$ cat src/rtl/core/mxdp_pkg.sv
// Package for the MXFP4 block dot product: payload structs, format constants
// and the E2M1 decode function. No dependencies.
`default_nettype none

package mxdp_pkg;

   localparam int BLOCK_SIZE_DEF = 32;
   localparam int ACC_W          = 64;
   localparam int BPR_W          = 11;
   localparam int SCALE_W        = 8;
   localparam int X_W            = 16;
   localparam int CODE_W         = 4;
   localparam int WVAL_W         = 5;
   localparam int ACC_FRAC_SHIFT = 112;
   localparam int MAX_BLOCKS     = 1024;
   localparam int MAX_HALVES     = 12;
   localparam logic [BPR_W-1:0] BPR_RESET = BPR_W'(128);

   typedef struct packed {
      logic [7:0]                weight_pair;
      logic signed [X_W-1:0]     x_even;
      logic signed [X_W-1:0]     x_odd;
      logic [SCALE_W-1:0]        block_scale;
   } req_type;

   typedef struct packed {
      logic signed [ACC_W-1:0]   row_sum;
      logic                      saturated;
   } rsp_type;

   // E2M1 code to signed count of halves; negative zero decodes to zero
   function automatic logic signed [WVAL_W-1:0] decode_e2m1(input logic [CODE_W-1:0] code);
      logic [WVAL_W-1:0] mag;
      case (code[2:0])
         3'd0: mag = WVAL_W'(0);
         3'd1: mag = WVAL_W'(1);
         3'd2: mag = WVAL_W'(2);
         3'd3: mag = WVAL_W'(3);
         3'd4: mag = WVAL_W'(4);
         3'd5: mag = WVAL_W'(6);
         3'd6: mag = WVAL_W'(8);
         3'd7: mag = WVAL_W'(12);
         default: mag = WVAL_W'(0);
      endcase
      return code[3] ? -$signed(mag) : $signed(mag);
   endfunction

endpackage

`default_nettype wire

$ cat src/rtl/core/mxfp4_block_dot_product.sv
// Top level of the MXFP4 block dot product: block accumulation, scaling and
// saturating row accumulation. Depends on mxdp_pkg.
//
//   channel | dir | handshake            | payload
//   --------+-----+----------------------+----------------------------------
//   req     | in  | req_valid/req_stall  | mxdp_pkg::req_type
//   rsp     | out | rsp_valid/rsp_stall  | mxdp_pkg::rsp_type
//   csr     | in  | csr_valid/csr_ready  | blocks_per_row, 11 bits
//
// One transaction per cycle while req_stall is low. The block sum is built in
// the first stage; at a block end the scaled sum is added to the row
// accumulator in the second stage, and a row result is loaded from there into
// the output register once the output is not stalled with an earlier result.
// Synchronous reset clears control state but sets blocks_per_row to 128.
// req_stall rises only when a row result is waiting on a stalled output and
// the next block end would need the accumulator stage.
`default_nettype none

module mxfp4_block_dot_product #(
   parameter int BLOCK_SIZE = mxdp_pkg::BLOCK_SIZE_DEF
) (
   input  wire                           clock,
   input  wire                           reset,
   input  wire                           req_valid,
   output logic                          req_stall,
   input  mxdp_pkg::req_type             req_data,
   output logic                          rsp_valid,
   input  wire                           rsp_stall,
   output mxdp_pkg::rsp_type             rsp_data,
   input  wire                           csr_valid,
   output logic                          csr_ready,
   input  wire [mxdp_pkg::BPR_W-1:0]     csr_data
);
   import mxdp_pkg::*;

   localparam int ITEMS  = BLOCK_SIZE / 2;
   localparam int PC_W   = (ITEMS > 1) ? $clog2(ITEMS) : 1;
   localparam int PART_W = $clog2(MAX_HALVES * (1 << (X_W - 1)) * 2 * ITEMS) + 1;
   localparam int PROD_W = WVAL_W + X_W;
   localparam int WIDE_W = PART_W + ACC_W - 1;
   localparam int CNT_W  = $clog2(MAX_BLOCKS);

   logic [BPR_W-1:0]         bpr_ff;
   logic [PC_W-1:0]          pc_ff, pc_in;
   logic [SCALE_W-1:0]       scale_ff, scale_in;
   logic signed [PART_W-1:0] part_ff, part_in;
   logic                     blk_valid_ff, blk_valid_in;
   logic signed [PART_W-1:0] blk_sum_ff, blk_sum_in;
   logic [SCALE_W-1:0]       blk_scale_ff, blk_scale_in;
   logic [CNT_W-1:0]         cnt_ff, cnt_in;
   logic signed [ACC_W-1:0]  acc_ff, acc_in;
   logic                     ovf_ff, ovf_in;
   logic                     rsp_valid_ff, rsp_valid_in;
   rsp_type                  rsp_ff, rsp_in;

   logic                     req_take, pair_last, b_stall, row_end;
   logic [SCALE_W-1:0]       scale_use;
   logic signed [PROD_W-1:0] prod_even, prod_odd;
   logic signed [PART_W-1:0] part_sum;
   logic signed [9:0]        shift_s;
   logic [9:0]               rsh;
   logic [5:0]               rsh_clip;
   logic signed [WIDE_W-1:0] wide;
   logic signed [ACC_W-1:0]  term;
   logic                     term_ov, add_ov;
   logic signed [ACC_W:0]    sum_ext;
   logic signed [ACC_W-1:0]  acc_new;
   logic [CNT_W:0]           cnt_next;
   logic [BPR_W-1:0]         rows;

   // Stage 1: block partial sum
   always_comb begin
      pair_last = (pc_ff == PC_W'(ITEMS - 1));
      req_stall = b_stall && pair_last;
      req_take  = req_valid && !req_stall;
      scale_use = (pc_ff == '0) ? req_data.block_scale : scale_ff;
      prod_even = decode_e2m1(req_data.weight_pair[3:0]) * req_data.x_even;
      prod_odd  = decode_e2m1(req_data.weight_pair[7:4]) * req_data.x_odd;
      part_sum  = part_ff + PART_W'(prod_even) + PART_W'(prod_odd);
      pc_in        = pc_ff;
      part_in      = part_ff;
      scale_in     = scale_ff;
      blk_valid_in = blk_valid_ff && b_stall;
      blk_sum_in   = blk_sum_ff;
      blk_scale_in = blk_scale_ff;
      if (req_take) begin
         scale_in = scale_use;
         if (pair_last) begin
            pc_in        = '0;
            part_in      = '0;
            blk_valid_in = 1'b1;
            blk_sum_in   = part_sum;
            blk_scale_in = scale_use;
         end else begin
            pc_in   = pc_ff + PC_W'(1);
            part_in = part_sum;
         end
      end
   end

   // Stage 2: scale and saturating row accumulation
   always_comb begin
      shift_s  = $signed({2'b00, blk_scale_ff}) - 10'sd112;
      rsh      = -shift_s;
      rsh_clip = (rsh >= 10'd63) ? 6'd63 : rsh[5:0];
      wide     = WIDE_W'(blk_sum_ff) <<< shift_s[5:0];
      term_ov  = 1'b0;
      if (shift_s >= 10'sd0) begin
         if (blk_sum_ff == '0) begin
            term = '0;
         end else if (shift_s >= 10'sd63) begin
            term_ov = 1'b1;
            term    = '0;
         end else begin
            term_ov = !((&wide[WIDE_W-1:ACC_W-1]) || !(|wide[WIDE_W-1:ACC_W-1]));
            term    = wide[ACC_W-1:0];
         end
      end else begin
         term = ACC_W'(blk_sum_ff) >>> rsh_clip;
      end
      sum_ext = {acc_ff[ACC_W-1], acc_ff} + {term[ACC_W-1], term};
      add_ov  = sum_ext[ACC_W] != sum_ext[ACC_W-1];
      if (term_ov || add_ov) begin
         acc_new = blk_sum_ff[PART_W-1] ? {1'b1, {(ACC_W-1){1'b0}}}
                                        : {1'b0, {(ACC_W-1){1'b1}}};
      end else begin
         acc_new = sum_ext[ACC_W-1:0];
      end
      cnt_next = {1'b0, cnt_ff} + (CNT_W+1)'(1);
      if (bpr_ff == '0) begin
         rows = BPR_W'(1);
      end else if (bpr_ff > BPR_W'(MAX_BLOCKS)) begin
         rows = BPR_W'(MAX_BLOCKS);
      end else begin
         rows = bpr_ff;
      end
      row_end = (BPR_W'(cnt_next) >= rows);
      b_stall = blk_valid_ff && row_end && rsp_valid_ff && rsp_stall;
      cnt_in       = cnt_ff;
      acc_in       = acc_ff;
      ovf_in       = ovf_ff;
      rsp_valid_in = rsp_valid_ff && rsp_stall;
      rsp_in       = rsp_ff;
      if (blk_valid_ff && !b_stall) begin
         if (row_end) begin
            cnt_in            = '0;
            acc_in            = '0;
            ovf_in            = 1'b0;
            rsp_valid_in      = 1'b1;
            rsp_in.row_sum    = acc_new;
            rsp_in.saturated  = ovf_ff || term_ov || add_ov;
         end else begin
            cnt_in = cnt_next[CNT_W-1:0];
            acc_in = acc_new;
            ovf_in = ovf_ff || term_ov || add_ov;
         end
      end
   end

   always_ff @(posedge clock) begin
      if (reset) begin
         bpr_ff       <= BPR_RESET;
         pc_ff        <= '0;
         part_ff      <= '0;
         scale_ff     <= SCALE_W'(127);
         blk_valid_ff <= 1'b0;
         cnt_ff       <= '0;
         acc_ff       <= '0;
         ovf_ff       <= 1'b0;
         rsp_valid_ff <= 1'b0;
      end else begin
         if (csr_valid) begin
            bpr_ff <= csr_data;
         end
         pc_ff        <= pc_in;
         part_ff      <= part_in;
         scale_ff     <= scale_in;
         blk_valid_ff <= blk_valid_in;
         cnt_ff       <= cnt_in;
         acc_ff       <= acc_in;
         ovf_ff       <= ovf_in;
         rsp_valid_ff <= rsp_valid_in;
      end
      blk_sum_ff   <= blk_sum_in;
      blk_scale_ff <= blk_scale_in;
      rsp_ff       <= rsp_in;
   end

   assign csr_ready = 1'b1;
   assign rsp_valid = rsp_valid_ff;
   assign rsp_data  = rsp_ff;

   a_stall_cause: assert property (@(posedge clock) disable iff (reset)
      req_stall |-> (rsp_valid_ff && rsp_stall && blk_valid_ff))
      else $error("input stalled without a blocked result");

   a_block_handoff: assert property (@(posedge clock) disable iff (reset)
      (req_take && pair_last) |=> (blk_valid_ff && pc_ff == '0 && part_ff == '0))
      else $error("block end not handed to accumulator stage");

   a_row_clear: assert property (@(posedge clock) disable iff (reset)
      (blk_valid_ff && !b_stall && row_end) |=> (rsp_valid_ff && acc_ff == '0 && !ovf_ff))
      else $error("row end did not clear accumulator");

   a_partial_idle: assert property (@(posedge clock) disable iff (reset)
      (pc_ff == '0) |-> (part_ff == '0))
      else $error("partial sum not cleared at block start");

endmodule

`default_nettype wire
$ cat config.mk
export PLATFORM = sky130hd
export DESIGN_NAME = mxfp4_block_dot_product
export DESIGN_NICKNAME = d
export VERILOG_FILES = /design/src/rtl/core/mxdp_pkg.sv /design/src/rtl/core/mxfp4_block_dot_product.sv
export SDC_FILE = /design/constraint.sdc
export NUM_CORES = 1
export LEC_CHECK = 0
export BUFFER_PORTS_ARGS = -buffer_cell sky130_fd_sc_hd__buf_2
export CORE_MARGIN = 4
export CORE_UTILIZATION = 61
export DETAILED_ROUTE_END_ITERATION = 7
export GPL_ROUTABILITY_DRIVEN = 0
export PLACE_DENSITY = 0.76
export SLEW_MARGIN = 20
export SYNTH_ARGS = -nofsm -noshare
export SYNTH_HDL_FRONTEND = slang
export SYNTH_SLANG_ARGS = --single-unit
$ cat constraint.sdc
create_clock -name clock -period 10.5 [get_ports clock]
set_clock_uncertainty 0.05 [all_clocks]
set_input_delay 1.05 -clock clock [delete_from_list [all_inputs] [get_ports clock]]
set_output_delay 1.05 -clock clock [all_outputs]
set_load 0.02 [all_outputs]
[Word level (Yosys, flattened, before mapping)]
Memories as Yosys holds them, arrays and structs flattened.
Index checks and enable logic that the tools add are counted.
Word-level totals
  word-level logic and storage cells: 81
  output and inout bits: 68
  memories: 2
  bits in registers: 223
  ROM bits: 64
Memory list
  (name not given): depth 8, bits a word 4, rd ports 1, clocked after Yosys merged registers in 0, wr ports 0, RTL line mxdp_pkg.sv:34  | case (code[2:0])
  (name not given): depth 8, bits a word 4, rd ports 1, clocked after Yosys merged registers in 0, wr ports 0, RTL line mxdp_pkg.sv:34
Operators by class
  reductions and logical operators: 23
  equal/unequal tests: 2
  magnitude comparators: 5
  $mul: 2
  shift-type cells: 2
  multiplexer cells: 23
  add/sub/neg operators: 9
Operator list (number)
  2-to-1 mux 64 bit: 6
  <<< shifter 25 x 6 -> 88 bit: 1
  adder 64 x 64 -> 65 bit: 1
  >>> shifter 25 x 6 -> 64 bit: 1
  adder 25 x 21 -> 25 bit: 2
  multiplier 5 x 16 -> 21 bit: 2
  zero test 25 bit: 1
  2-to-1 mux 25 bit: 1
  AND reduction 25 bit: 1
  OR reduction 25 bit: 1
  2-to-1 mux 11 bit: 2
  adder 10 x 1 -> 11 bit, second input constant: 1
  >= comparator 11 bit: 1
  greater-than comparator 11 bit, second input constant: 1
  zero test 11 bit: 1
  >= comparator 10 x 6 -> 1 bit, second input constant: 1
  2-to-1 mux 10 bit: 1
  2-to-1 mux 5 bit: 2
  negator 5 bit: 2
  negator 9 -> 10 bit: 1
  >= comparator 9 x 1 -> 1 bit, second input constant: 1
  >= comparator 9 x 7 -> 1 bit, second input constant: 1
  subtractor 8 x 7 -> 9 bit, second input constant: 1
  logical AND 1 bit: 8
  11 further kinds: 25

[Logic depth before layout (Yosys ltp)]
Gate-level depths: netlist (run 1).
  depth after elaboration: 12
  depth in mapped cells: 33
  depth with buffers taken out: 27

[Worst setup path before layout (run 1)]
OpenSTA, ideal clock, no wires.
  path kind: input-to-reg
  start point: in req_data[46] in the netlist's numbering
  end point: reg part_ff[23]
  stages on the path: 27
  buffers on the path: 3
  arrival: 7585 ps
  library setup time: 117 ps
  setup slack: 2749 ps
  cells stage by stage: clkbuf_1 -> nor2b_1 -> clkbuf_1 -> inv_1 -> ha_1 -> inv_1 -> mux2i_1 -> clkbuf_1 -> nand2_1 -> fa_1 -> fa_1 -> fa_1 -> fa_1 -> inv_1 -> fa_1 -> ha_1 -> o21a_1 -> o21ai_0 -> a21oi_1 -> a221o_1 -> a211o_1 -> a41oi_1 -> a21oi_1 -> a21o_1 -> a21oi_1 -> xnor2_1 -> a22o_1
On the way
  cells in the longest elaborated chain, start to end: 6
Ends and longest elaborated chain
  from (decl): RTL line mxfp4_block_dot_product.sv:26  | input mxdp_pkg::req_type req_data,
  memory read (8 x 4 bit) *
  negator 5 bit: RTL line mxdp_pkg.sv:45  | return code[3] ? -$signed(mag) : $signed(mag);
  2-to-1 mux 5 bit *: RTL line mxdp_pkg.sv:45
  multiplier 5 x 16 -> 21 bit *: RTL line mxfp4_block_dot_product.sv:78  | prod_odd = decode_e2m1(req_data.weight_pair[7:4]) * req_data.x_odd;
  adder 25 x 21 -> 25 bit *: RTL line mxfp4_block_dot_product.sv:79  | part_sum = part_ff + PART_W'(prod_even) + PART_W'(prod_odd);
  via part_sum[23]: RTL line mxfp4_block_dot_product.sv:59  | logic signed [PART_W-1:0] part_sum;
  2-to-1 mux 25 bit *: RTL line mxfp4_block_dot_product.sv:88  | if (pair_last) begin
  to (signal assigned): RTL line mxfp4_block_dot_product.sv:176  | part_ff <= part_in;
  to (decl): RTL line mxfp4_block_dot_product.sv:46  | logic signed [PART_W-1:0] part_ff, part_in;
The timed path passes the listed nets; every way through them passes the cells marked *.
A chain may end at the register's enable or synchronous reset.

[Worst setup path after layout (run 1)]
  start point: reg blk_scale_ff[4]
  end point: reg rsp_ff (netlist bit rsp_data[31]) (data pin)
On the way
  cells in the longest elaborated chain, start to end: 11
  elaborated cells between the ends (all ways): 23
  those cells by class: 3 x add/sub; 3 x order compare; 1 x eq/ne; 2 x shift; 8 x mux; 6 x reduce/logical
Ends and longest elaborated chain
  from (decl): RTL line mxfp4_block_dot_product.sv:49  | logic [SCALE_W-1:0] blk_scale_ff, blk_scale_in;
  from (signal assigned): RTL line mxfp4_block_dot_product.sv:185  | blk_scale_ff <= blk_scale_in;
  subtractor 8 x 7 -> 9 bit *: RTL line mxfp4_block_dot_product.sv:103  | shift_s = $signed({2'b00, blk_scale_ff}) - 10'sd112;
  parallel branches: the longest is 9 deep, another holds adder 64 x 64 -> 65 bit
  2-to-1 mux 64 bit *: RTL line mxfp4_block_dot_product.sv:123  | if (term_ov || add_ov) begin
  via acc_new[30]: RTL line mxfp4_block_dot_product.sv:67  | logic signed [ACC_W-1:0] acc_new;
  to (signal assigned): RTL line mxfp4_block_dot_product.sv:186  | rsp_ff <= rsp_in;
  to (decl): RTL line mxfp4_block_dot_product.sv:54  | rsp_type rsp_ff, rsp_in;
Mark *: on every way through the listed nets, which the timed path passes.

==> results of run 1 <==
-- cell type report --
cell class	count	area share
Clock inverter	12	0.005029
Timing Repair Buffer	159	0.03356
Tap cell	518	0.02505
Clock buffer	30	0.02403
Multi-Input combinational cell	2090	0.6707
Sequential cell	223	0.2105
Inverter	215	0.03119
-- tightest hold or removal path, cell delays in order (launching register included) --
cell and delay [ns]:
sky130_fd_sc_hd__dfxtp_1 0.31, sky130_fd_sc_hd__inv_1 0.05, sky130_fd_sc_hd__a211oi_1 0.05
-- power breakdown --
| part | switching (mW) | total [mW] | internal [mW] |
|---|---|---|---|
| registers | 0.0266 | 1.15 | 1.12 |
| clock network | 0.362 | 0.833 | 0.471 |
| logic | 1.79 | 3.23 | 1.44 |
-- registers in the layout, indices dropped and copies added (netlist names) --
name          flops
rsp_data         65
acc_ff           64
blk_sum_ff       25
part_ff          25
bpr_ff           11
cnt_ff           10
blk_scale_ff      8
scale_ff          8
pc_ff             4
blk_valid_ff      1
ovf_ff            1
rsp_valid         1
-- worst max path at each step --
stage / to / slack, ns / startpoint
2_1_floorplan: part_ff[23] / 2.75 / req_data[46]
3_3_place_gp: rsp_data[13] / 2.00 / blk_scale_ff[4]
3_5_place_dp: rsp_data[13] / 1.70 / blk_scale_ff[4]
4_1_cts: rsp_data[13] / 1.69 / blk_scale_ff[4]
5_1_grt: rsp_data[31] / 0.89 / blk_scale_ff[4]
6_report: rsp_data[31] / 1.35 / blk_scale_ff[4]
-- cell usage in the layout, fill, tap and decap left out, drive strengths merged, types with 22 or more instances in the layout --
cell	count
fa	170
nand3	39
and3	23
nand2	227
a211oi	22
and2	74
a21oi	182
nand4	30
clkbuf	30
xor2	46
mux2	38
nor2	170
xnor2	59
a22o	25
edfxtp	98
nor2b	22
nor3	81
mux4	26
a211o	63
ha	169
inv	216
or2	28
buf	159
a21o	68
dfxtp	125
mux2i	112
o21ai	170
-- cell usage after synthesis, drive strengths merged (68+ instances only) --
master,number
fa,170
inv,214
nor2,170
dfxtp,125
nor3,81
nand2,227
a21o,68
o21ai,170
edfxtp,98
ha,169
and2,74
clkbuf,109
a21oi,182
mux2i,112
-- cells by family (layout without fill, tap and decap cells) --
| kind of cell | after synthesis | in the layout | synth area share |
|---|---|---|---|
| simple gates | 749 | 749 | 0.1581 |
| compound gates | 720 | 720 | 0.1969 |
| buf+inv | 383 | 416 | 0.06715 |
| fa+ha+maj | 339 | 339 | 0.2266 |
| flops | 223 | 223 | 0.2236 |
| mux | 176 | 176 | 0.08980 |
| xor+xnor | 105 | 105 | 0.03776 |
| other cells | 1 | 1 | 0.0001540 |
-- metal layers --
layer,vias up,track usage
met3,219,0.03219
met5,-,0
met4,0,0.1087
met1,9860,0.3765
li1,9630,-
met2,964,0.4913
==> run summary, run 1 <==
The run finished, with violations left. The final reports fail on design-rule violations. Post-CTS timing repair inserted 0 buffers for setup. After detailed routing, the number of vias per cell comes to 6.367. Count of pins over their slew limit: 0. In this run the critical register-to-register path is captured at rsp_data[31]. For this block, the via count after detailed routing is 20670. Counting instances, the worst hold path has a depth of 2. Data on the critical path arrives at its endpoint at 9.34 ns.

The pre-antenna-repair detailed-routing pass consisted of 8 iterations. The sequential cell area came out at 0.005445 mm2. In this run the cell area of the synthesized design comes to 0.02435 mm2. Counting both buffers and inverters, the worst setup path holds a total of 5. The worst setup path is of the flop to flop kind.

TritonCTS built the clock tree. The run gives 3115 as the final net count. Sorting the synthesized cells by area gives the leading types as sky130_fd_sc_hd__fa_1 (14%), sky130_fd_sc_hd__edfxtp_1 (12%), sky130_fd_sc_hd__dfxtp_1 (10%). Fill cells in the final layout number 3174.

The tools report the final-report hold violation count as 0. The logs give 3205 for the number of instances in the placed design and 0.2870 for the total routing resource utilization after global routing. The slowest cell on the critical path was sky130_fd_sc_hd__ha_1. The run gives 72 as the number of cell rows.

For the worst-case clock buffer depth, the log shows 3. The run gives 30270 um as the met2 routed wirelength. The top fanout value on the critical path is 54, and the total power after layout is 5.213 mW. Counting flops and latches in the post-synthesis netlist gives 223. The mean cell area of the mapped netlist was 9.034 um2; the count of final setup violators was 0. The proportion of netlist area held by the largest area contributor was 0.1397; the max-capacitance violation count was 0.

In this run the vertical extent of the chip is 207.8 um. The starting utilization of the core area is 0.6229, and the worst reg2reg path depth is 28. Setup repair after global routing left no endpoint under its margin. The total number of yosys warnings was 0; the headroom to the max-slew limit was 0.2387. The biggest area contributor in the post-synthesis netlist is sky130_fd_sc_hd__fa_1. The logs give 1.350 ns for the final setup slack of the worst path and 0 ns for the setup total negative slack. Detailed placement ended at an HPWL of 49460 um.

The number of hold buffers added after CTS was 0. The finished layout holds 3247 standard cells, fillers aside. The post-place instance area was 0.02511 mm2. The tools report the number of H-tree levels as 1. The tools report the clock root buffer master as sky130_fd_sc_hd__clkbuf_16.

The clock sink count is 223, and the antenna diode count is 0. Highest metal layer with signal wires: met4. For the number of global-route vias before repair, the log shows 20500. After the first detailed-routing iteration, the DRC count stood at 1672.

Among cell families on the critical path, the largest total delay comes from compound AO/OA/AOI/OAI gates. The tools report the number of remaining DRC errors as 12. The primary flip-flop cell chosen by synthesis mapping is sky130_fd_sc_hd__dfxtp_1. The post-synthesis net count was 3099; the per-cell routed wire length was 19.70 um. From synthesis to final layout, the design area changed by 6.237%.

Worst slack after detailed placement: 1.700 ns. In this run the remaining antenna-violating nets after routing total 0. The die covers 0.04319 mm2.

The number of top-level design ports is 132. The number of enable flip-flop cells after synthesis works out to 98. The worst IR drop on VDD is 192.5 uV, and the number of stages on the worst setup path is 28. The total power per unit cell area is 201.5 mW/mm2, and the total met3 wirelength after detailed routing is 4701 um. The part of the Yosys area used for sequential elements was 0.2236; the leakage dissipation was 11.76 nW.

The path class of the lowest-slack min-delay path is flop to flop. For this block, the routed nets add up to 63970 um of wire. The worst setup path is captured at a flop. The multi-input combinational cells in the finished layout cover a total of 0.01735 mm2. The path with the worst hold slack has its endpoint at ovf_ff. For the pin with the worst max-slew slack, the measured transition is 1.141 ns. The die outline width came out at 207.8 um. In this run the register-to-register setup slack is 1.35 ns. The source-to-sink clock delay at the later pin of the worst-skew pair is 0.56 ns. For the number of instances in the synthesized netlist, the log shows 2696.

The worst reg2reg path startpoint was blk_scale_ff[4]. The total area inside the core boundary comes to 0.03910 mm2. The hold path startpoint is ovf_ff. The ratio of cells with drive above 1 in the final layout was 0.1301.

The final cycle utilization of the critical path came out at 0.8714. The logs give 0.4112 ns for the final-layout worst hold slack and 104900 um for the global-route wire length before repair. The share of flip-flops with an asynchronous set or reset after synthesis came out at 0. STA classifies the critical path startpoint as a flop. The run gives 0 as the initial antenna violation count.

With fillers left out, the area of the finished cells amounts to 0.02587 mm2. The maximum number of pins on one net before global-route repair was 67. In this run, post-CTS repair resized a total of 0 instances. The count of input and output buffers was 130; the required time at the endpoint of the critical path was 10.69 ns. The tools report the total CTS buffers as 23.

For the top achievable clock speed, the log shows 109.3 MHz. After detailed routing, the wire length on met1 is 26230 um. Clock-pin slew was measured on the worst setup and hold paths at 0.07 ns. In this design, the stage delay of the slowest critical-path cell is 0.60 ns. The tools report the unique cell type count in the Yosys netlist as 90. For the finished layout, the period the worst path requires is 9.150 ns.

The fraction of the core area covered by cells at the end of the flow was 0.6618; the sum of overflow across all layers after global routing was 0.
Power figures use the tool's default switching activity.
==> run 2, diff against run 1 <==
--- a/config.mk
+++ b/config.mk
@@ -7,10 +7,10 @@
 export LEC_CHECK = 0
 export BUFFER_PORTS_ARGS = -buffer_cell sky130_fd_sc_hd__buf_2
 export CORE_MARGIN = 4
-export CORE_UTILIZATION = 61
+export CORE_UTILIZATION = 50
 export DETAILED_ROUTE_END_ITERATION = 7
 export GPL_ROUTABILITY_DRIVEN = 0
-export PLACE_DENSITY = 0.76
+export PLACE_DENSITY = 0.63
 export SLEW_MARGIN = 20
 export SYNTH_ARGS = -nofsm -noshare
 export SYNTH_HDL_FRONTEND = slang
==> run summary, run 2 (synthesis results as in run 1) <==
The run finished with clean final reports. Worst reg2reg path depth: 26 (was 28). The clock root buffer master was sky130_fd_sc_hd__clkbuf_16 (unchanged). The total power per unit cell area came out at 198.9 mW/mm2 (was 201.5 mW/mm2). The number of stages on the worst setup path was 26 (was 28). The tools report the final-report hold violation count as 0 (unchanged).

The area added between synthesis and finish was 7.100% (was 6.237%). The required time at the endpoint of the critical path was 10.93 ns (was 10.69 ns); the global-route wire length before repair was 108200 um (was 104900 um). The count of TritonRoute iterations in the first routing pass was 8 (unchanged); the total wire length after detailed routing was 66380 um (was 63970 um).

The tools report the DRC violation total after the first TritonRoute iteration as 1837 (was 1672). The die extent in y works out to 228.7 um (was 207.8 um). The number of H-tree levels came out at 1 (unchanged).

The run gives 20640 (was 20670) as the via total after detailed routing. The measured slew at the worst slew-check pin works out to 1.061 ns (was 1.141 ns). The per-cell routed wire length was 19.80 um (was 19.70 um). The commonest non-fill, non-tap cell in the layout was sky130_fd_sc_hd__nand2_1 (unchanged). The final net count came out at 3123 (was 3115). The number of cell rows was 80 (was 72); the top achievable clock speed was 105.6 MHz (was 109.3 MHz). The run gives 0.5440 (was 0.6618) as the fraction of the core area covered by cells at the end of the flow. The total power after layout was 5.189 mW (was 5.213 mW); the half-perimeter wire length of the detailed placement result was 51690 um (was 49460 um). The headroom to the max-slew limit is 0.2912 (was 0.2387), and the maximum number of pins on one net before global-route repair is 65 (was 67).

The element type at the critical path start is a flop (unchanged). Floorplan die area: 0.05230 mm2 (was 0.04319 mm2). Final cycle utilization of the critical path: 0.9021 (was 0.8714). The worst IR drop on VDD came out at 159.6 uV (was 192.5 uV).

The run gives 0 (unchanged) as the count of final setup violators. The total CTS buffers is 24 (was 23), and the biggest cell delay along the critical path is 0.73 ns (was 0.60 ns). The area inside the core boundary came out at 0.04795 mm2 (was 0.03910 mm2).

The total routing resource utilization after global routing was 0.2470 (was 0.2870). Top library cells by usage in the layout, fill and taps aside: sky130_fd_sc_hd__nand2_1 (227), sky130_fd_sc_hd__inv_1 (211), sky130_fd_sc_hd__a21oi_1 (181), sky130_fd_sc_hd__fa_1 (170), sky130_fd_sc_hd__ha_1 (169) (unchanged). The initial antenna violation count was 0 (unchanged); the worst-case clock buffer depth was 3 (unchanged). The setup total negative slack is 0 ns (unchanged). The number of antenna-violating nets in the routed design is 0 (unchanged).

The number of global-route vias before repair is 20530 (was 20500), and the time the final worst path needs with I/O delays and setup is 9.472 ns (was 9.150 ns). For the number of remaining DRC errors, the log shows 0 (was 12). The sum of overflow across all layers after global routing was 0 (unchanged); the clock transition at the registers of the reported paths was 0.07 ns (about the same).

The tools report the final-layout worst hold slack as 0.4213 ns (was 0.4112 ns). Ratio of cells with drive above 1 in the final layout: 0.1333 (was 0.1301). The tools report the type of destination of the critical path as a flop (unchanged). The logs give 0 (unchanged) for the count of pins over their slew limit and 3353 (was 3247) for the count of non-filler cells in the finished layout.

The logs give 0 (unchanged) for the buffers inserted during post-CTS setup optimization and 132 (unchanged) for the number of top-level design ports. The start-to-end type of the worst setup path is flop to flop (unchanged). The post-CTS resize count is 0 (unchanged). The routed via count divided by cell count works out to 6.156 (was 6.367). The family with the most delay on the worst path was compound AO/OA/AOI/OAI gates (unchanged). The leakage dissipation came out at 11.80 nW (was 11.76 nW). Antenna diode count: 0 (unchanged). The path class of the lowest-slack min-delay path was flop to flop (unchanged). Setup repair after global routing left no endpoint under its margin.

The slowest cell on the critical path is sky130_fd_sc_hd__o211a_2 (was sky130_fd_sc_hd__ha_1). The worst hold path stage count came out at 1 (was 2). The tools report the number of instances in the placed design as 3309 (was 3205). The count of input and output buffers is 130 (unchanged), and the die outline width is 228.7 um (was 207.8 um).

The source-to-sink clock delay at the later pin of the worst-skew pair came out at 0.55 ns (was 0.56 ns). TritonCTS built the clock tree. Arrival time at the worst endpoint: 9.90 ns (was 9.34 ns). The top fanout value on the critical path is 35 (was 54), and the clock sink count is 223 (unchanged). The number of buffer and inverter instances along the worst setup path is 5 (unchanged), and the max-capacitance violation count is 0 (unchanged). For the starting utilization of the core area, the log shows 0.5080 (was 0.6229).

The number of hold buffers added after CTS is 0 (unchanged), and the flip-flop count of the largest register after layout is 65 (unchanged).
## run 2: path summary, 6_finish.rpt
kind,from,endpoint,slack [ns]
setup / recovery,blk_scale_ff[4],acc_ff[12],1.03
hold / removal,acc_ff[24],acc_ff[24],0.42
setup reg to reg,blk_scale_ff[4],acc_ff[12],1.03
hold reg to reg,acc_ff[24],acc_ff[24],0.42
## run 2: power breakdown
part           internal, mW  leakage, nW  switching, mW
Clock                 0.497        0.386          0.364
Combinational          1.43         9.52           1.75
Sequential             1.12         1.90         0.0261
## run 2: per-layer routing
metal	vias up	wire [um]	global-route usage
met2	756	31330	0.4199
met3	184	3924	0.02655
met1	10050	28200	0.3239
met5	-	0	0
met4	0	2924	0.09835
li1	9650	-	-
## run 2: through the flow
| stage | setup WS, ns | cell area, um2 |
|---|---|---|
| finish | 1.028 | 26080 |
| global route | 0.4789 | 26080 |
| CTS | 1.120 | 26080 |
| detailed placement | 1.197 | 25290 |
| global placement | 1.575 | 25280 |
| floorplan | 2.749 | 24350 |
## run 2: worst reg2reg max path, stage by stage, from the launching register on
cell and delay [ns]:
sky130_fd_sc_hd__edfxtp_1 0.40, sky130_fd_sc_hd__inv_2 0.31, sky130_fd_sc_hd__ha_1 0.62, sky130_fd_sc_hd__inv_1 0.34, sky130_fd_sc_hd__nand3_1 0.23, sky130_fd_sc_hd__a221oi_2 0.13
sky130_fd_sc_hd__a2111oi_4 0.28, sky130_fd_sc_hd__buf_4 0.40, sky130_fd_sc_hd__mux2i_1 0.28, sky130_fd_sc_hd__mux2i_1 0.14, sky130_fd_sc_hd__o21ai_0 0.45, sky130_fd_sc_hd__mux2i_1 0.18
sky130_fd_sc_hd__a221o_1 0.43, sky130_fd_sc_hd__ha_1 0.42, sky130_fd_sc_hd__nand3_1 0.17, sky130_fd_sc_hd__a211o_1 0.30, sky130_fd_sc_hd__o211ai_1 0.41, sky130_fd_sc_hd__o21ai_1 0.19
sky130_fd_sc_hd__a21oi_1 0.41, sky130_fd_sc_hd__a2bb2oi_1 0.43, sky130_fd_sc_hd__a21oi_1 0.17, sky130_fd_sc_hd__o21ai_1 0.52, sky130_fd_sc_hd__xor2_4 0.20, sky130_fd_sc_hd__buf_4 0.50
sky130_fd_sc_hd__o211a_2 0.74, sky130_fd_sc_hd__buf_4 0.50, sky130_fd_sc_hd__a221o_1 0.20
## run 2: layout make-up
| class | count | area (um2) |
|---|---|---|
| repair buffers | 166 | 920.9 |
| inverters | 215 | 807.0 |
| clock buffers | 32 | 661.9 |
| clock inverters | 12 | 130.1 |
| well taps | 615 | 769.5 |
| multi-input cells | 2090 | 17350 |
| flip-flops and latches | 223 | 5445 |
| fillers | 4391 | 21860 |
==> run 3, diff against run 2 <==
--- a/config.mk
+++ b/config.mk
@@ -11,6 +11,7 @@
 export DETAILED_ROUTE_END_ITERATION = 7
 export GPL_ROUTABILITY_DRIVEN = 0
 export PLACE_DENSITY = 0.63
+export REMOVE_ABC_BUFFERS = 1
 export SLEW_MARGIN = 20
 export SYNTH_ARGS = -nofsm -noshare
 export SYNTH_HDL_FRONTEND = slang
==> run summary, run 3 (synthesis results as in run 1) <==
The run finished with clean final reports. The type of destination of the critical path was a flop (unchanged). Clock root buffer master: sky130_fd_sc_hd__clkbuf_16 (unchanged). The count of final setup violators was 0 (unchanged).

The final-report hold violation count is 0 (unchanged), and the starting utilization of the core area is 0.5080 (unchanged). The tools report the worst-case clock buffer depth as 3 (unchanged). Element type at the critical path start: a flop (unchanged). The number of H-tree levels is 1 (unchanged), and the top fanout value on the critical path is 27 (was 35). The slowest cell on the critical path is sky130_fd_sc_hd__a2111oi_4 (was sky130_fd_sc_hd__o211a_2). For the multi-input combinational cell area, the log shows 0.01735 mm2 (about the same).

Number of remaining DRC errors: 0 (unchanged). The per-cell routed wire length was 19.94 um (was 19.80 um). The leakage dissipation came out at 11.80 nW (about the same). TritonCTS built the clock tree.

The worst reg2reg path depth was 28 (was 26). The measured slew at the worst slew-check pin was 1.100 ns (was 1.061 ns). The ratio of cells with drive above 1 in the final layout was 0.1341 (was 0.1333); the number of hold buffers added after CTS was 0 (unchanged). The tools report the sum of overflow across all layers after global routing as 0 (unchanged). Terminus of the critical flop-to-flop path: acc_ff[43] (was acc_ff[12]).

The DRC violation total after the first TritonRoute iteration is 1834 (was 1837). The path class of the lowest-slack min-delay path is flop to flop (unchanged). The count of TritonRoute iterations in the first routing pass came out at 6 (was 8).

The setup slack of the worst register-to-register path was 0.99 ns (was 1.03 ns); the final net count was 3122 (was 3123). The count of non-filler cells in the finished layout is 3353 (unchanged), and the share of power burned in the clock network is 0.159 (was 0.166). The start-to-end type of the worst setup path is flop to flop (unchanged). Top library cells by usage in the layout, fill and taps aside: sky130_fd_sc_hd__nand2_1 (227), sky130_fd_sc_hd__inv_1 (211), sky130_fd_sc_hd__a21oi_1 (181), sky130_fd_sc_hd__fa_1 (170), sky130_fd_sc_hd__ha_1 (169) (unchanged).

The share of total power in combinational logic came out at 0.618 (was 0.612). Setup repair after global routing left no endpoint under its margin. The sequential cell area is 0.005445 mm2 (unchanged). Count of pins over their slew limit: 0 (unchanged). The total CTS buffers was 24 (unchanged).

The die outline width was 228.7 um (unchanged); the routed via count divided by cell count was 6.132 (was 6.156). The tools report the worst reg2reg path startpoint as blk_scale_ff[4] (unchanged). The die extent in y was 228.7 um (unchanged); the total routing resource utilization after global routing was 0.2487 (was 0.2470). The worst hold path stage count is 2 (was 1). The worst-case hold path end point is ovf_ff (was acc_ff[24]). The tools report the number of instances in the placed design as 3307 (was 3309).

The number of cell rows was 80 (unchanged). The commonest non-fill, non-tap cell in the layout is sky130_fd_sc_hd__nand2_1 (unchanged). The count of input and output buffers is 130 (unchanged), and the filler cell count is 4333 (was 4391).

For the post-CTS resize count, the log shows 0 (unchanged). Via total after detailed routing: 20560 (was 20640). The clock transition at the registers of the reported paths is 0.07 ns (about the same), and the number of antenna-violating nets in the routed design is 0 (unchanged). The run gives 0.05230 mm2 (unchanged) as the floorplan die area.

The tools report the hold path startpoint as ovf_ff (was acc_ff[24]). The time the final worst path needs with I/O delays and setup works out to 9.507 ns (was 9.472 ns). The total wire length after detailed routing was 66870 um (was 66380 um); the biggest cell delay along the critical path was 0.76 ns (was 0.73 ns).

For the fraction of power consumed by sequential logic, the log shows 0.223 (was 0.222). The number of global-route vias before repair was 20510 (was 20530). The buffers inserted during post-CTS setup optimization was 0 (unchanged).

The logs give 0.5436 (was 0.5440) for the fraction of the core area covered by cells at the end of the flow and 1 (was 0) for the initial antenna violation count. The fraction of power spent switching nets works out to 0.4170 (was 0.4124). The clock sink count came out at 223 (unchanged).

The arrival time at the worst endpoint came out at 9.90 ns (about the same). The run gives 164.2 uV (was 159.6 uV) as the worst IR drop on VDD. The number of top-level design ports was 132 (unchanged); the max-capacitance violation count was 0 (unchanged). The total power per unit cell area came out at 197.8 mW/mm2 (was 198.9 mW/mm2). The power spent charging and discharging nets is 2.149 mW (was 2.140 mW). Required time at the endpoint of the critical path: 10.89 ns (was 10.93 ns). The logs give 0.55 ns (about the same) for the source-to-sink clock delay at the later pin of the worst-skew pair and 0.2653 (was 0.2912) for the headroom to the max-slew limit. The run gives 51760 um (was 51690 um) as the half-perimeter wire length of the detailed placement result. The maximum number of pins on one net before global-route repair came out at 65 (unchanged). The flip-flop count of the largest register after layout was 65 (unchanged); the area inside the core boundary was 0.04795 mm2 (unchanged). The final cycle utilization of the critical path came out at 0.9054 (was 0.9021).

The area added between synthesis and finish works out to 7.023% (was 7.100%). The top achievable clock speed came out at 105.2 MHz (was 105.6 MHz). The global-route wire length before repair was 108800 um (was 108200 um). For the internal power, the log shows 3.005 mW (was 3.049 mW).
[run 3: cell count changes in the layout (fill, tap and decap cells not counted), moves of 2 or more]
cell,change
sky130_fd_sc_hd__clkinv_4,-2
sky130_fd_sc_hd__clkinv_2,+5
sky130_fd_sc_hd__clkinv_1,+2
sky130_fd_sc_hd__buf_4,-2
sky130_fd_sc_hd__clkbuf_1,-5
sky130_fd_sc_hd__bufinv_16,-2
[run 3: power by group through the flow]
stage | clock network, mW | logic [mW] | registers, mW
3_5_place_dp | 0 | 3.18 | 1.17
4_1_cts | 0.842 | 3.20 | 1.15
5_1_grt | 0.878 | 3.66 | 1.15
6_report | 0.821 | 3.18 | 1.15
2_1_floorplan | 0 | 2.54 | 1.16
3_3_place_gp | 0 | 3.08 | 1.17
[run 3: routing by layer]
layer	share of wire	wire, um	vias up	global-route usage
li1	-	-	9653	-
met4	0.040	2648	0	0.08860
met3	0.059	3966	167	0.02879
met2	0.47	31520	757	0.4231
met5	0	0	-	0
met1	0.43	28740	9983	0.3288
[run 3: critical path, delay by kind of cell, from the launching register on]
kind / cells / cell delay [ns]
AOI/OAI and AO/OA: 15 / 4.43
buffers and inverters: 5 / 2.02
adders and majority gates: 2 / 0.97
muxes: 3 / 0.80
DFF: 1 / 0.40
xor gates and xnor gates: 1 / 0.34
and+or+nand+nor: 2 / 0.32
[run 3: worst max-delay path by stage]
stage	start	endpoint	slack, ns	cells past startpoint
global route	blk_scale_ff[4]	acc_ff[43]	0.54	26
CTS	blk_scale_ff[4]	acc_ff[43]	1.26	28
finish	blk_scale_ff[4]	acc_ff[43]	0.99	28
floorplan	blk_scale_ff[4]	rsp_data[10]	-7.09	22
detailed placement	blk_scale_ff[4]	acc_ff[43]	1.27	28
global placement	blk_scale_ff[4]	acc_ff[43]	1.64	25
[run 3: layout make-up]
type	count	share of cell area
Clock inverter	16	0.003696
Antenna cell	1	0.00009601
Tap cell	615	0.02952
Clock buffer	28	0.02520
Inverter	215	0.03096
Timing Repair Buffer	165	0.03581
Multi-Input combinational cell	2090	0.6658
Sequential cell	223	0.2089
[run 3: through the flow]
stage          TNS (ns)  total power [mW]  hold WS [ns]  setup WS [ns]  instance area, um2
4_1_cts               0             5.192        0.4113          1.259               26030
5_1_grt               0             5.690        0.4259         0.5363               26070
3_5_place_dp          0             4.352        0.4023          1.271               25270
6_report              0             5.154        0.4091         0.9929               26070
3_3_place_gp          0             4.252        0.3909          1.641               25270
2_1_floorplan   -859.42             3.699        0.3709         -7.093               23530
